## src/design/hsd_pkg.sv

```systemverilog
// Shared types, codes and helper functions of the hit stream decoder.
`timescale 1ns / 1ps
`default_nettype none
package hsd_pkg;

    localparam int BlockBits   = 64;
    localparam int PayloadBits = BlockBits - 1;
    localparam int BufBits     = 2 * BlockBits;

    typedef struct packed {
        logic                   new_stream;
        logic [PayloadBits-1:0] payload;
    } item_t;

    typedef struct packed {
        logic [2:0]  record_kind;
        logic [7:0]  stream_tag;
        logic [5:0]  core_column;
        logic [7:0]  quarter_row;
        logic [15:0] hit_map;
        logic [4:0]  hit_count;
        logic [63:0] tot_values;
        logic [10:0] internal_tag;
        logic        last_of_run;
    } result_t;

    // record kinds
    localparam logic [2:0] KIND_START = 3'd0;
    localparam logic [2:0] KIND_HIT   = 3'd1;
    localparam logic [2:0] KIND_PREC  = 3'd2;
    localparam logic [2:0] KIND_ITAG  = 3'd3;
    localparam logic [2:0] KIND_END   = 3'd4;

    // bit buffer operations
    localparam logic [2:0] BOP_NONE   = 3'd0;
    localparam logic [2:0] BOP_TAKE   = 3'd1;
    localparam logic [2:0] BOP_LOAD   = 3'd2;
    localparam logic [2:0] BOP_APPEND = 3'd3;
    localparam logic [2:0] BOP_CLEAR  = 3'd4;

    localparam logic [6:0] BUF_CAP       = 7'd127;
    localparam logic [3:0] MAX_RESULTS   = 4'd8;
    localparam logic [3:0] OLD_LIMIT     = 4'd6;
    localparam logic [5:0] ITAG_MIN      = 6'h38;
    localparam logic [7:0] PRECISION_ROW = 8'd196;

    typedef struct packed {
        logic [2:0] op;
        logic [4:0] take_n;
    } buf_ctl_t;

    typedef struct packed {
        logic push;
        logic flush;
    } rq_ctl_t;

    typedef struct packed {
        logic can_push;
        logic hold_empty;
    } rq_stat_t;

    function automatic logic [7:0] tree_mask(input logic [1:0] lv, input logic [2:0] s);
        logic [7:0] m;
        m = 8'h00;
        case (lv)
            2'd0:
            begin
                case (s)
                    3'd0:    m = 8'hF0;
                    3'd4:    m = 8'h0F;
                    default: m = 8'h00;
                endcase
            end
            2'd1:
            begin
                case (s)
                    3'd0:    m = 8'hCF;
                    3'd2:    m = 8'h3F;
                    3'd4:    m = 8'hFC;
                    3'd6:    m = 8'hF3;
                    default: m = 8'h00;
                endcase
            end
            default:
            begin
                case (s)
                    3'd0:    m = 8'hBF;
                    3'd1:    m = 8'h7F;
                    3'd2:    m = 8'hEF;
                    3'd3:    m = 8'hDF;
                    3'd4:    m = 8'hFB;
                    3'd5:    m = 8'hF7;
                    3'd6:    m = 8'hFE;
                    default: m = 8'hFD;
                endcase
            end
        endcase
        return m;
    endfunction

    function automatic logic [4:0] popcount16(input logic [15:0] v);
        logic [4:0] n;
        n = 5'd0;
        for (int i = 0; i < 16; i++)
        begin
            n = n + {4'd0, v[i]};
        end
        return n;
    endfunction

endpackage
`default_nettype wire

```

## src/design/pixel_hit_stream_decoder_top.sv

```systemverilog
// Top level of the pixel hit stream decoder: field sequencer and tree walk.
//
// Usage: link blocks enter on the item channel (new_stream bit and 63 payload
// bits); decoded records leave on the result channel, one word per record,
// last_of_run set on the final word caused by a block. A block may cause no
// words at all. cfg_data writes compressed_mode (reset 1) on the cfg channel,
// which is always ready; write it only while the block is idle.
// Sequence: after the accept a block is loaded (a new-stream block that closes
// an open stream parses the old bits first and loads after the close), then
// each parsed field, tree node pair, ToT nibble or record takes a step, the
// parser finds the bits run short, and the flush releases the last word
// before the return to idle. The buffer holds at most 127 bits. The rate is
// set by the single field shifter of the bit buffer, which extracts one field
// per cycle unless a record waits for room in the result queue. item_ready is
// high only while idle; one word can wait in the output register while the
// next block is accepted.
// Reset clears the bit buffer and parser, and waits for a stream start.
// A stalled receiver holds the parser whenever a new record has to be
// produced with both the hold stage and the output register full.
`timescale 1ns / 1ps
`default_nettype none
module pixel_hit_stream_decoder_top
    import hsd_pkg::*;
(
    input  wire logic  clk,
    input  wire logic  rst_n,
    input  wire logic  item_valid,
    output logic       item_ready,
    input  wire item_t item,
    output logic       result_valid,
    input  wire logic  result_ready,
    output result_t    result,
    input  wire logic  cfg_valid,
    output logic       cfg_ready,
    input  wire logic  cfg_data
);

    localparam logic [2:0] SQ_IDLE  = 3'd0;
    localparam logic [2:0] SQ_LOAD  = 3'd1;
    localparam logic [2:0] SQ_PARSE = 3'd2;
    localparam logic [2:0] SQ_CLOSE = 3'd3;
    localparam logic [2:0] SQ_FLUSH = 3'd4;

    localparam logic [3:0] PH_WAIT   = 4'd0;
    localparam logic [3:0] PH_TAG    = 4'd1;
    localparam logic [3:0] PH_CCOL   = 4'd2;
    localparam logic [3:0] PH_ITAG   = 4'd3;
    localparam logic [3:0] PH_FLAGS  = 4'd4;
    localparam logic [3:0] PH_QROW   = 4'd5;
    localparam logic [3:0] PH_RAWMAP = 4'd6;
    localparam logic [3:0] PH_ROOT   = 4'd7;
    localparam logic [3:0] PH_TREE   = 4'd8;
    localparam logic [3:0] PH_TOT    = 4'd9;

    logic [2:0]  seq_reg, seq_next;
    logic [3:0]  phase_reg, phase_next;
    logic        pass2_reg, pass2_next;
    logic [3:0]  rcnt_reg, rcnt_next;
    item_t       item_reg, item_next;
    logic        mode_reg;
    logic [5:0]  col_reg, col_next;
    logic [7:0]  row_reg, row_next;
    logic [15:0] map_reg, map_next;
    logic [63:0] acc_reg, acc_next;
    logic        last_reg, last_next;
    logic [1:0]  rows_left_reg, rows_left_next;
    logic        row_sel_reg, row_sel_next;
    logic [1:0]  level_reg, level_next;
    logic [2:0]  node_cnt_reg, node_cnt_next;
    logic [2:0]  node_idx_reg, node_idx_next;
    logic [2:0]  next_cnt_reg, next_cnt_next;
    logic [7:0]  row_bits_reg, row_bits_next;
    logic [15:0] pend_reg, pend_next;
    logic [3:0]  tot_idx_reg, tot_idx_next;
    logic        prec_reg, prec_next;
    logic        bank_reg, bank_next;
    logic [2:0]  queue_mem [16];

    logic        qw0_en, qw1_en;
    logic [3:0]  qw0_addr, qw1_addr;
    logic [2:0]  qw0_data, qw1_data;

    buf_ctl_t    bctl;
    logic [15:0] win;
    logic [6:0]  bcnt;
    rq_ctl_t     qctl;
    rq_stat_t    qstat;
    result_t     res;

    logic        pair_avail;
    logic [1:0]  pair_val;
    logic [4:0]  pair_take;
    logic [2:0]  s_cur, s_alt;
    logic [7:0]  mask_lo, mask_hi, mask_sel, rb;
    logic        deeper;
    logic [3:0]  low_bit;
    logic [3:0]  limit;
    logic        stop, go_row, go_tot;
    logic [1:0]  rl_in;
    logic [2:0]  idx_inc;

    assign item_ready = (seq_reg == SQ_IDLE);
    assign cfg_ready  = 1'b1;
    assign limit      = pass2_reg ? MAX_RESULTS : OLD_LIMIT;

    // bit pair of the tree code: a lone 0 means 01
    assign pair_avail = (bcnt != 7'd0) && (!win[15] || (bcnt >= 7'd2));
    assign pair_val   = win[15] ? win[15:14] : 2'd1;
    assign pair_take  = win[15] ? 5'd2 : 5'd1;

    assign s_cur    = queue_mem[{bank_reg, node_idx_reg}];
    assign s_alt    = s_cur + (3'd4 >> level_reg);
    assign mask_lo  = tree_mask(level_reg, s_cur);
    assign mask_hi  = tree_mask(level_reg, s_alt);
    assign deeper   = (level_reg < 2'd2);
    assign mask_sel = (pair_val == 2'd1) ? mask_lo :
                      (pair_val == 2'd2) ? mask_hi : (mask_lo | mask_hi);
    assign rb       = row_bits_reg & mask_sel;
    assign idx_inc  = node_idx_reg + 3'd1;

    always_comb
    begin
        low_bit = 4'd15;
        for (int i = 15; i >= 0; i--)
        begin
            if (pend_reg[i])
            begin
                low_bit = 4'(i);
            end
        end
    end

    always_comb
    begin
        seq_next       = seq_reg;
        phase_next     = phase_reg;
        pass2_next     = pass2_reg;
        rcnt_next      = rcnt_reg;
        item_next      = item_reg;
        col_next       = col_reg;
        row_next       = row_reg;
        map_next       = map_reg;
        acc_next       = acc_reg;
        last_next      = last_reg;
        rows_left_next = rows_left_reg;
        row_sel_next   = row_sel_reg;
        level_next     = level_reg;
        node_cnt_next  = node_cnt_reg;
        node_idx_next  = node_idx_reg;
        next_cnt_next  = next_cnt_reg;
        row_bits_next  = row_bits_reg;
        pend_next      = pend_reg;
        tot_idx_next   = tot_idx_reg;
        prec_next      = prec_reg;
        bank_next      = bank_reg;
        bctl.op        = BOP_NONE;
        bctl.take_n    = 5'd0;
        qctl.push      = 1'b0;
        qctl.flush     = 1'b0;
        res            = '0;
        qw0_en         = 1'b0;
        qw0_addr       = {~bank_reg, next_cnt_reg};
        qw0_data       = s_cur;
        qw1_en         = 1'b0;
        qw1_addr       = {~bank_reg, next_cnt_reg + 3'd1};
        qw1_data       = s_cur;
        stop           = 1'b0;
        go_row         = 1'b0;
        go_tot         = 1'b0;
        rl_in          = rows_left_reg;

        case (seq_reg)
            SQ_IDLE:
            begin
                if (item_valid)
                begin
                    item_next = item;
                    rcnt_next = 4'd0;
                    if (item.new_stream && (phase_reg != PH_WAIT))
                    begin
                        pass2_next = 1'b0;
                        seq_next   = SQ_PARSE;
                    end
                    else
                    begin
                        seq_next = SQ_LOAD;
                    end
                end
            end
            SQ_LOAD:
            begin
                if ((phase_reg == PH_WAIT) || item_reg.new_stream)
                begin
                    bctl.op    = BOP_LOAD;
                    phase_next = PH_TAG;
                end
                else
                begin
                    bctl.op = BOP_APPEND;
                end
                pass2_next = 1'b1;
                seq_next   = SQ_PARSE;
            end
            SQ_PARSE:
            begin
                if (rcnt_reg >= limit)
                begin
                    stop = 1'b1;
                end
                else
                begin
                    case (phase_reg)
                        PH_TAG:
                        begin
                            if (bcnt < 7'd8)
                            begin
                                stop = 1'b1;
                            end
                            else if (qstat.can_push)
                            begin
                                res.record_kind = KIND_START;
                                res.stream_tag  = win[15:8];
                                qctl.push       = 1'b1;
                                rcnt_next       = rcnt_reg + 4'd1;
                                bctl.op         = BOP_TAKE;
                                bctl.take_n     = 5'd8;
                                phase_next      = PH_CCOL;
                            end
                        end
                        PH_CCOL:
                        begin
                            if (bcnt < 7'd6)
                            begin
                                stop = 1'b1;
                            end
                            else if (win[15:10] == 6'd0)
                            begin
                                // explicit end: drop the rest of the buffer
                                if (qstat.can_push)
                                begin
                                    res.record_kind = KIND_END;
                                    qctl.push       = 1'b1;
                                    rcnt_next       = rcnt_reg + 4'd1;
                                    bctl.op         = BOP_CLEAR;
                                    phase_next      = PH_WAIT;
                                    stop            = 1'b1;
                                end
                            end
                            else
                            begin
                                col_next    = win[15:10];
                                bctl.op     = BOP_TAKE;
                                bctl.take_n = 5'd6;
                                phase_next  = (win[15:10] >= ITAG_MIN) ? PH_ITAG : PH_FLAGS;
                            end
                        end
                        PH_ITAG:
                        begin
                            if (bcnt < 7'd5)
                            begin
                                stop = 1'b1;
                            end
                            else if (qstat.can_push)
                            begin
                                res.record_kind  = KIND_ITAG;
                                res.internal_tag = {col_reg, win[15:11]};
                                qctl.push        = 1'b1;
                                rcnt_next        = rcnt_reg + 4'd1;
                                bctl.op          = BOP_TAKE;
                                bctl.take_n      = 5'd5;
                                phase_next       = PH_CCOL;
                            end
                        end
                        PH_FLAGS:
                        begin
                            if (bcnt < 7'd2)
                            begin
                                stop = 1'b1;
                            end
                            else
                            begin
                                bctl.op     = BOP_TAKE;
                                bctl.take_n = 5'd2;
                                last_next   = win[15];
                                if (win[14])
                                begin
                                    row_next   = row_reg + 8'd1;
                                    phase_next = mode_reg ? PH_ROOT : PH_RAWMAP;
                                end
                                else
                                begin
                                    phase_next = PH_QROW;
                                end
                            end
                        end
                        PH_QROW:
                        begin
                            if (bcnt < 7'd8)
                            begin
                                stop = 1'b1;
                            end
                            else
                            begin
                                bctl.op     = BOP_TAKE;
                                bctl.take_n = 5'd8;
                                row_next    = win[15:8];
                                phase_next  = mode_reg ? PH_ROOT : PH_RAWMAP;
                            end
                        end
                        PH_RAWMAP:
                        begin
                            if (bcnt < 7'd16)
                            begin
                                stop = 1'b1;
                            end
                            else
                            begin
                                bctl.op     = BOP_TAKE;
                                bctl.take_n = 5'd16;
                                map_next    = win;
                                go_tot      = 1'b1;
                            end
                        end
                        PH_ROOT:
                        begin
                            if (!pair_avail)
                            begin
                                stop = 1'b1;
                            end
                            else
                            begin
                                bctl.op     = BOP_TAKE;
                                bctl.take_n = pair_take;
                                map_next    = 16'd0;
                                rl_in       = pair_val;
                                go_row      = 1'b1;
                            end
                        end
                        PH_TREE:
                        begin
                            if (!pair_avail)
                            begin
                                stop = 1'b1;
                            end
                            else
                            begin
                                bctl.op     = BOP_TAKE;
                                bctl.take_n = pair_take;
                                if (deeper)
                                begin
                                    case (pair_val)
                                        2'd1:
                                        begin
                                            qw0_en        = 1'b1;
                                            qw0_data      = s_cur;
                                            next_cnt_next = next_cnt_reg + 3'd1;
                                        end
                                        2'd2:
                                        begin
                                            qw0_en        = 1'b1;
                                            qw0_data      = s_alt;
                                            next_cnt_next = next_cnt_reg + 3'd1;
                                        end
                                        default:
                                        begin
                                            qw0_en        = 1'b1;
                                            qw0_data      = s_alt;
                                            qw1_en        = 1'b1;
                                            qw1_data      = s_cur;
                                            next_cnt_next = next_cnt_reg + 3'd2;
                                        end
                                    endcase
                                end
                                node_idx_next = idx_inc;
                                row_bits_next = rb;
                                if (idx_inc >= node_cnt_reg)
                                begin
                                    if (!deeper)
                                    begin
                                        map_next = map_reg |
                                            (row_sel_reg ? {rb, 8'h00} : {8'h00, rb});
                                        go_row   = 1'b1;
                                    end
                                    else
                                    begin
                                        // swap node banks for the next level
                                        node_cnt_next = next_cnt_next;
                                        next_cnt_next = 3'd0;
                                        node_idx_next = 3'd0;
                                        level_next    = level_reg + 2'd1;
                                        bank_next     = ~bank_reg;
                                    end
                                end
                            end
                        end
                        PH_TOT:
                        begin
                            if (pend_reg == 16'd0)
                            begin
                                if (qstat.can_push)
                                begin
                                    res.record_kind = prec_reg ? KIND_PREC : KIND_HIT;
                                    res.core_column = col_reg;
                                    res.quarter_row = row_reg;
                                    res.hit_map     = map_reg;
                                    res.hit_count   = popcount16(map_reg);
                                    res.tot_values  = acc_reg;
                                    qctl.push       = 1'b1;
                                    rcnt_next       = rcnt_reg + 4'd1;
                                    phase_next      = last_reg ? PH_CCOL : PH_FLAGS;
                                end
                            end
                            else if (bcnt < 7'd4)
                            begin
                                stop = 1'b1;
                            end
                            else
                            begin
                                bctl.op     = BOP_TAKE;
                                bctl.take_n = 5'd4;
                                if (prec_reg)
                                begin
                                    acc_next[{low_bit, 2'b00} +: 4] = win[15:12];
                                end
                                else
                                begin
                                    acc_next[{tot_idx_reg, 2'b00} +: 4] = win[15:12];
                                    tot_idx_next = tot_idx_reg + 4'd1;
                                end
                                pend_next = pend_reg & (pend_reg - 16'd1);
                            end
                        end
                        default:
                        begin
                            phase_next = PH_WAIT;
                            stop       = 1'b1;
                        end
                    endcase

                    if (go_row)
                    begin
                        if (rl_in[1] || rl_in[0])
                        begin
                            rows_left_next = rl_in[1] ? {1'b0, rl_in[0]} : 2'd0;
                            row_sel_next   = !rl_in[1];
                            level_next     = 2'd0;
                            row_bits_next  = 8'hFF;
                            bank_next      = 1'b0;
                            qw0_en         = 1'b1;
                            qw0_addr       = 4'd0;
                            qw0_data       = 3'd0;
                            node_cnt_next  = 3'd1;
                            node_idx_next  = 3'd0;
                            next_cnt_next  = 3'd0;
                            phase_next     = PH_TREE;
                        end
                        else
                        begin
                            go_tot = 1'b1;
                        end
                    end

                    if (go_tot)
                    begin
                        pend_next    = map_next;
                        tot_idx_next = 4'd0;
                        prec_next    = (row_next == PRECISION_ROW);
                        acc_next     = 64'd0;
                        for (int w = 0; w < 4; w++)
                        begin
                            if ((row_next == PRECISION_ROW) && (map_next[4*w +: 4] != 4'd0))
                            begin
                                acc_next[16*w +: 16] = 16'hFFFF;
                            end
                        end
                        phase_next = PH_TOT;
                    end
                end
                if (stop)
                begin
                    seq_next = pass2_reg ? SQ_FLUSH : SQ_CLOSE;
                end
            end
            SQ_CLOSE:
            begin
                // close the old stream, then load the new block
                if ((phase_reg == PH_WAIT) || qstat.can_push)
                begin
                    if (phase_reg != PH_WAIT)
                    begin
                        res.record_kind = KIND_END;
                        qctl.push       = 1'b1;
                        rcnt_next       = rcnt_reg + 4'd1;
                    end
                    bctl.op    = BOP_LOAD;
                    phase_next = PH_TAG;
                    pass2_next = 1'b1;
                    seq_next   = SQ_PARSE;
                end
            end
            SQ_FLUSH:
            begin
                qctl.flush = 1'b1;
                if (qstat.hold_empty)
                begin
                    seq_next = SQ_IDLE;
                end
            end
            default:
            begin
                seq_next = SQ_IDLE;
            end
        endcase
    end

    always_ff @(posedge clk or negedge rst_n)
    begin
        if (!rst_n)
        begin
            seq_reg       <= SQ_IDLE;
            phase_reg     <= PH_WAIT;
            pass2_reg     <= 1'b0;
            rcnt_reg      <= 4'd0;
            mode_reg      <= 1'b1;
            col_reg       <= 6'd0;
            row_reg       <= 8'd0;
            map_reg       <= 16'd0;
            acc_reg       <= 64'd0;
            last_reg      <= 1'b0;
            rows_left_reg <= 2'd0;
            row_sel_reg   <= 1'b0;
            level_reg     <= 2'd0;
            node_cnt_reg  <= 3'd0;
            node_idx_reg  <= 3'd0;
            next_cnt_reg  <= 3'd0;
            row_bits_reg  <= 8'd0;
            pend_reg      <= 16'd0;
            tot_idx_reg   <= 4'd0;
            prec_reg      <= 1'b0;
            bank_reg      <= 1'b0;
        end
        else
        begin
            seq_reg       <= seq_next;
            phase_reg     <= phase_next;
            pass2_reg     <= pass2_next;
            rcnt_reg      <= rcnt_next;
            if (cfg_valid && cfg_ready)
            begin
                mode_reg <= cfg_data;
            end
            col_reg       <= col_next;
            row_reg       <= row_next;
            map_reg       <= map_next;
            acc_reg       <= acc_next;
            last_reg      <= last_next;
            rows_left_reg <= rows_left_next;
            row_sel_reg   <= row_sel_next;
            level_reg     <= level_next;
            node_cnt_reg  <= node_cnt_next;
            node_idx_reg  <= node_idx_next;
            next_cnt_reg  <= next_cnt_next;
            row_bits_reg  <= row_bits_next;
            pend_reg      <= pend_next;
            tot_idx_reg   <= tot_idx_next;
            prec_reg      <= prec_next;
            bank_reg      <= bank_next;
        end
    end

    always_ff @(posedge clk)
    begin
        item_reg <= item_next;
        if (qw0_en)
        begin
            queue_mem[qw0_addr] <= qw0_data;
        end
        if (qw1_en)
        begin
            queue_mem[qw1_addr] <= qw1_data;
        end
    end

    hsd_bitbuf u_bitbuf (
        .clk     (clk),
        .rst_n   (rst_n),
        .ctl     (bctl),
        .payload (item_reg.payload),
        .window  (win),
        .count   (bcnt)
    );

    hsd_result_q u_result_q (
        .clk          (clk),
        .rst_n        (rst_n),
        .ctl          (qctl),
        .push_data    (res),
        .stat         (qstat),
        .result_valid (result_valid),
        .result_ready (result_ready),
        .result       (result)
    );

    a_busy_after_accept: assert property (@(posedge clk) disable iff (!rst_n)
        item_valid && item_ready |=> !item_ready)
        else $error("accepted a word while a block was in work");

    a_idle_hold_empty: assert property (@(posedge clk) disable iff (!rst_n)
        (seq_reg == SQ_IDLE) |-> qstat.hold_empty)
        else $error("idle with a result still held");

    a_result_limit: assert property (@(posedge clk) disable iff (!rst_n)
        rcnt_reg <= MAX_RESULTS)
        else $error("too many results for one block");

    a_tree_index: assert property (@(posedge clk) disable iff (!rst_n)
        (phase_reg == PH_TREE) |-> (node_idx_reg < node_cnt_reg))
        else $error("tree walk index past node count");

endmodule
`default_nettype wire

```

## src/design/hsd_bitbuf.sv

```systemverilog
// Pending bit buffer with the shared field shifter: load, append, take, clear.
`timescale 1ns / 1ps
`default_nettype none
module hsd_bitbuf
    import hsd_pkg::*;
(
    input  wire logic                   clk,
    input  wire logic                   rst_n,
    input  wire buf_ctl_t               ctl,
    input  wire logic [PayloadBits-1:0] payload,
    output logic [15:0]                 window,
    output logic [6:0]                  count
);

    logic [BufBits-1:0] buf_reg, buf_next;
    logic [6:0]         cnt_reg, cnt_next;
    logic [BufBits-1:0] blk;
    logic [7:0]         sum;

    assign blk    = {payload, 1'b0, {BlockBits{1'b0}}};
    assign sum    = {1'b0, cnt_reg} + 8'd63;
    assign window = buf_reg[BufBits-1 -: 16];
    assign count  = cnt_reg;

    always_comb
    begin
        buf_next = buf_reg;
        cnt_next = cnt_reg;
        case (ctl.op)
            BOP_TAKE:
            begin
                buf_next = buf_reg << ctl.take_n;
                cnt_next = cnt_reg - {2'd0, ctl.take_n};
            end
            BOP_LOAD:
            begin
                buf_next = blk;
                cnt_next = 7'd63;
            end
            BOP_APPEND:
            begin
                if (cnt_reg != BUF_CAP)
                begin
                    buf_next = buf_reg | (blk >> cnt_reg);
                    if (sum > {1'b0, BUF_CAP})
                    begin
                        // drop what does not fit
                        cnt_next    = BUF_CAP;
                        buf_next[0] = 1'b0;
                    end
                    else
                    begin
                        cnt_next = sum[6:0];
                    end
                end
            end
            BOP_CLEAR:
            begin
                buf_next = '0;
                cnt_next = 7'd0;
            end
            default:
            begin
                buf_next = buf_reg;
            end
        endcase
    end

    always_ff @(posedge clk or negedge rst_n)
    begin
        if (!rst_n)
        begin
            buf_reg <= '0;
            cnt_reg <= 7'd0;
        end
        else
        begin
            buf_reg <= buf_next;
            cnt_reg <= cnt_next;
        end
    end

endmodule
`default_nettype wire

```

## src/design/hsd_result_q.sv

```systemverilog
// Result hold stage and output register; marks the last word of a block on flush.
`timescale 1ns / 1ps
`default_nettype none
module hsd_result_q
    import hsd_pkg::*;
(
    input  wire logic    clk,
    input  wire logic    rst_n,
    input  wire rq_ctl_t ctl,
    input  wire result_t push_data,
    output rq_stat_t     stat,
    output logic         result_valid,
    input  wire logic    result_ready,
    output result_t      result
);

    logic    hold_v_reg, hold_v_next;
    logic    out_v_reg, out_v_next;
    result_t hold_reg, hold_next;
    result_t out_reg, out_next;
    logic    out_free;

    assign out_free        = !out_v_reg || result_ready;
    assign stat.can_push   = !hold_v_reg || out_free;
    assign stat.hold_empty = !hold_v_reg;
    assign result_valid    = out_v_reg;
    assign result          = out_reg;

    always_comb
    begin
        hold_v_next = hold_v_reg;
        hold_next   = hold_reg;
        out_next    = out_reg;
        out_v_next  = out_v_reg && !result_ready;
        if (ctl.push && stat.can_push)
        begin
            // advance the held word, it is not the last of the block
            if (hold_v_reg)
            begin
                out_next             = hold_reg;
                out_next.last_of_run = 1'b0;
                out_v_next           = 1'b1;
            end
            hold_next   = push_data;
            hold_v_next = 1'b1;
        end
        else if (ctl.flush && hold_v_reg && out_free)
        begin
            out_next             = hold_reg;
            out_next.last_of_run = 1'b1;
            out_v_next           = 1'b1;
            hold_v_next          = 1'b0;
        end
    end

    always_ff @(posedge clk or negedge rst_n)
    begin
        if (!rst_n)
        begin
            hold_v_reg <= 1'b0;
            out_v_reg  <= 1'b0;
        end
        else
        begin
            hold_v_reg <= hold_v_next;
            out_v_reg  <= out_v_next;
        end
    end

    always_ff @(posedge clk)
    begin
        hold_reg <= hold_next;
        out_reg  <= out_next;
    end

endmodule
`default_nettype wire
```

## config.mk

```make
export PLATFORM = sky130hd
export DESIGN_NAME = pixel_hit_stream_decoder_top
export DESIGN_NICKNAME = d
export VERILOG_FILES = /design/src/design/hsd_pkg.sv /design/src/design/pixel_hit_stream_decoder_top.sv /design/src/design/hsd_bitbuf.sv /design/src/design/hsd_result_q.sv
export SDC_FILE = /design/constraint.sdc
export NUM_CORES = 2
export LEC_CHECK = 0
export ABC_AREA = 0
export BUFFER_PORTS_ARGS = -buffer_cell sky130_fd_sc_hd__buf_2
export CORE_MARGIN = 5
export CORE_UTILIZATION = 30
export DETAILED_ROUTE_END_ITERATION = 6
export GPL_TIMING_DRIVEN = 0
export SLEW_MARGIN = 20
export SYNTH_ARGS = -nofsm -noshare
export SYNTH_HDL_FRONTEND = slang
export SYNTH_SLANG_ARGS = --single-unit
```

## constraint.sdc

```tcl
create_clock -name clk -period 20.2 [get_ports clk]
set_input_delay 1.01 -clock clk [delete_from_list [all_inputs] [get_ports clk]]
set_output_delay 1.01 -clock clk [all_outputs]
set_load 0.1 [all_outputs]
```

==> results.ini <==
[outcome]
status = finished clean

[detailed_routing]
vias = 39560
route.detailed.drc = 0
drtIter0Drc = 5301
drt_pass1_iterations = 6
via_per_inst = 6.351
wl_um = 231500
ant_nets = 0
wl_per_cell_um = 37.16

[clock_tree]
cts_buffers = 75
ctsResizeCount = 0
insertion_delay_ns = 0.71
hold_buffers = 0
cts.sinks = 643
cts_root_buf = clkbuf_16
cts_tree = built
postCtsSetupRepairBufs = 0
ctsHtreeMaxLevel = 3
cts.clk_slew.worst_paths_ns = 0.07
clock_path_buffers = 3

[logic_synthesis]
synth_area_per_cell_um2 = 9.846
synthFlopType = edfxtp_1
synth.area.top_cells = edfxtp_1 (26%), dfrtp_1 (18%), mux2i_1 (9.2%), mux4_2 (4.6%), nand2_1 (4.5%)
yosysWarnings = 0
synth_cell_types = 101
synth_cells = 4096
synth_seq_cells = 643
syn_nets = 4215
synth_top_area_frac = 0.2643
synth-edff-count = 355
yosysTopAreaCell = edfxtp_1
async_reset_ff_frac = 0.4479
synth-seq-area-share = 0.4431
syn-cell-area_um2 = 40330

[timing]
period_minus_slack_ns = 6.868
maxSlewViolCount = 0
fin_worst_skew_ns = 0.04761
hold_slack_ns = 0.2158
setup_viol = 0
fmax_mhz = 145.6
worst_pin_slew_ns = 1.334
layout_setup_ws_ns = 13.33
slew_headroom = 0.1109
rsz0062_at_grt = no
fin_setup_tns_ns = 0
fin_crit_sh = 0.3400
finalHoldViolations = 0

[place]
place_inst = 6080
dpl.hpwl_um = 182900
port_buffers = 193
gp_congestion = 1.038
placed_area_um2 = 43900
pre_cts_ws_ns = 13.57

[cells_and_area]
final_cell_mix = nand2_1 (486), mux2i_1 (369), edfxtp_1 (355), nor2_1 (322), o21ai_0 (318)
multi_input_area_um2 = 20800
largest_reg_flops = 128
fin_area_um2 = 46430
syn2layout_area_growth_pct = 15.12
drive_gt1_frac = 0.1361
nFillCells = 13740
fin_nets = 4508
postLayoutCoreUtil = 0.3479
final_common_cell = nand2_1
seq_area_um2 = 17870
fin_cells = 6229

[critical_path]
crit_path_start_kind = flop
critPathRequiredTime_ns = 20.72
cp.arrival_ns = 7.39
critical_path_class = flop to flop
crit_chain = buf_1 -> nand2_1 -> a21oi_1 -> nand2_1 -> a31oi_1 -> buf_2 -> buf_2 -> buf_1 -> a31oi_1 -> a22oi_1 -> o21ai_0
cpMaxStageDelayCell = a21oi_1
cp-end-kind = flop
slowest_delay_ns = 0.89
critPathMaxFanout = 10

[global_route]
gr-usage-met2 = 0.4927
met1_usage = 0.3695
grt_max_degree = 81
antenna_found_initial = 12
track_usage = 0.3137
grt-ovfl-total = 0
grt_pass1_vias = 38410
grt-busiest-layer = met2
grt_pass1_wl_um = 313200
grt_use_met3 = 0.07016

[floorplan]
core_region_area_um2 = 133500
rows = 134
ios = 195
die_w_um = 376.7
die_h_um = 376.7
start_util = 0.3022
die-area_um2 = 141900

[flow_run]
cap_violations = 0

[power_and_ir_drop]
p_leak_nw = 18.24
vdd_ir_drop_max_v = 0.00009814
power_mw = 8.994
power.density_nw_per_um2 = 193.7

[hold_path]
hold_path.class = input port to asynchronous set/reset pin

worst paths after layout:
path	from	endpoint	slack (ns)	cells after the start
max	u_bitbuf.count[2]	u_bitbuf.buf_reg[60]	13.33	11
max reg2reg	u_bitbuf.count[2]	u_bitbuf.buf_reg[60]	13.33	11
min reg2reg	u_result_q.hold_reg[120]	u_result_q.result[120]	0.40	0
min	rst_n	u_bitbuf.buf_reg[4]	0.22	1
max in group asynchronous	rst_n	acc_reg[15]	18.63	4
min in group clk	u_result_q.hold_reg[120]	u_result_q.result[120]	0.40	0
worst max-delay path, delay by kind of cell, from the launching register on:
kind,cells,cell delay [ns]
simple gates,2,0.85
flops,1,0.41
buf+inv,4,2.37
compound gates,5,3.03
routing by layer:
metal	share of wire	vias up
met3	0.089	849
met4	0.098	6
li1	-	16130
met1	0.37	19830
met5	0.00020	-
met2	0.44	2748
cell families (layout without fill, tap and decap cells):
logic type | count (synthesis) | after routing | share of synthesized area
AO/OA/AOI/OAI | 1174 | 1174 | 0.1927
flip-flops | 643 | 643 | 0.4431
AND/OR/NAND/NOR | 1281 | 1281 | 0.1453
buffers and inverters | 416 | 771 | 0.04297
multiplexers | 508 | 508 | 0.1533
other | 1 | 11 | 0.00009298
adder cells (fa/ha/maj) | 49 | 49 | 0.01744
XOR/XNOR | 24 | 24 | 0.005212
cell usage after synthesis (all sizes together) (13+ instances only):
library cell,number
nand4,20
clkbuf,210
a31oi,72
nand3,143
nor3,47
o21ai,330
a211oi,47
inv,77
a22o,28
mux4,82
mux2,57
xnor2,13
nor2,323
o221ai,27
edfxtp,355
mux2i,369
nand2b,20
and3,125
nand2,487
o211ai,39
o21bai,15
o21a,28
ha,37
o22ai,38
a22oi,72
a221o,39
nor2b,16
nor4,18
and2,29
a221oi,58
dfrtp,287
o22a,14
a21o,28
buf,128
a21oi,222
cell type report:
class / instances / area share
Buffer: 338 / 0.03115
Multi-Input combinational cell: 3037 / 0.4480
Sequential cell: 643 / 0.3849
Clock buffer: 104 / 0.04387
Inverter: 78 / 0.006306
Clock inverter: 35 / 0.009783
Tap cell: 1768 / 0.04765
Timing Repair Buffer: 216 / 0.02787
Antenna cell: 10 / 0.0005390
power breakdown:
group	internal (mW)	switching [mW]	leakage [nW]
combinational	1.30	4.05	9.93
sequential	1.83	0.394	7.11
clock	0.807	0.615	1.20
Power figures use the tool's default switching activity.
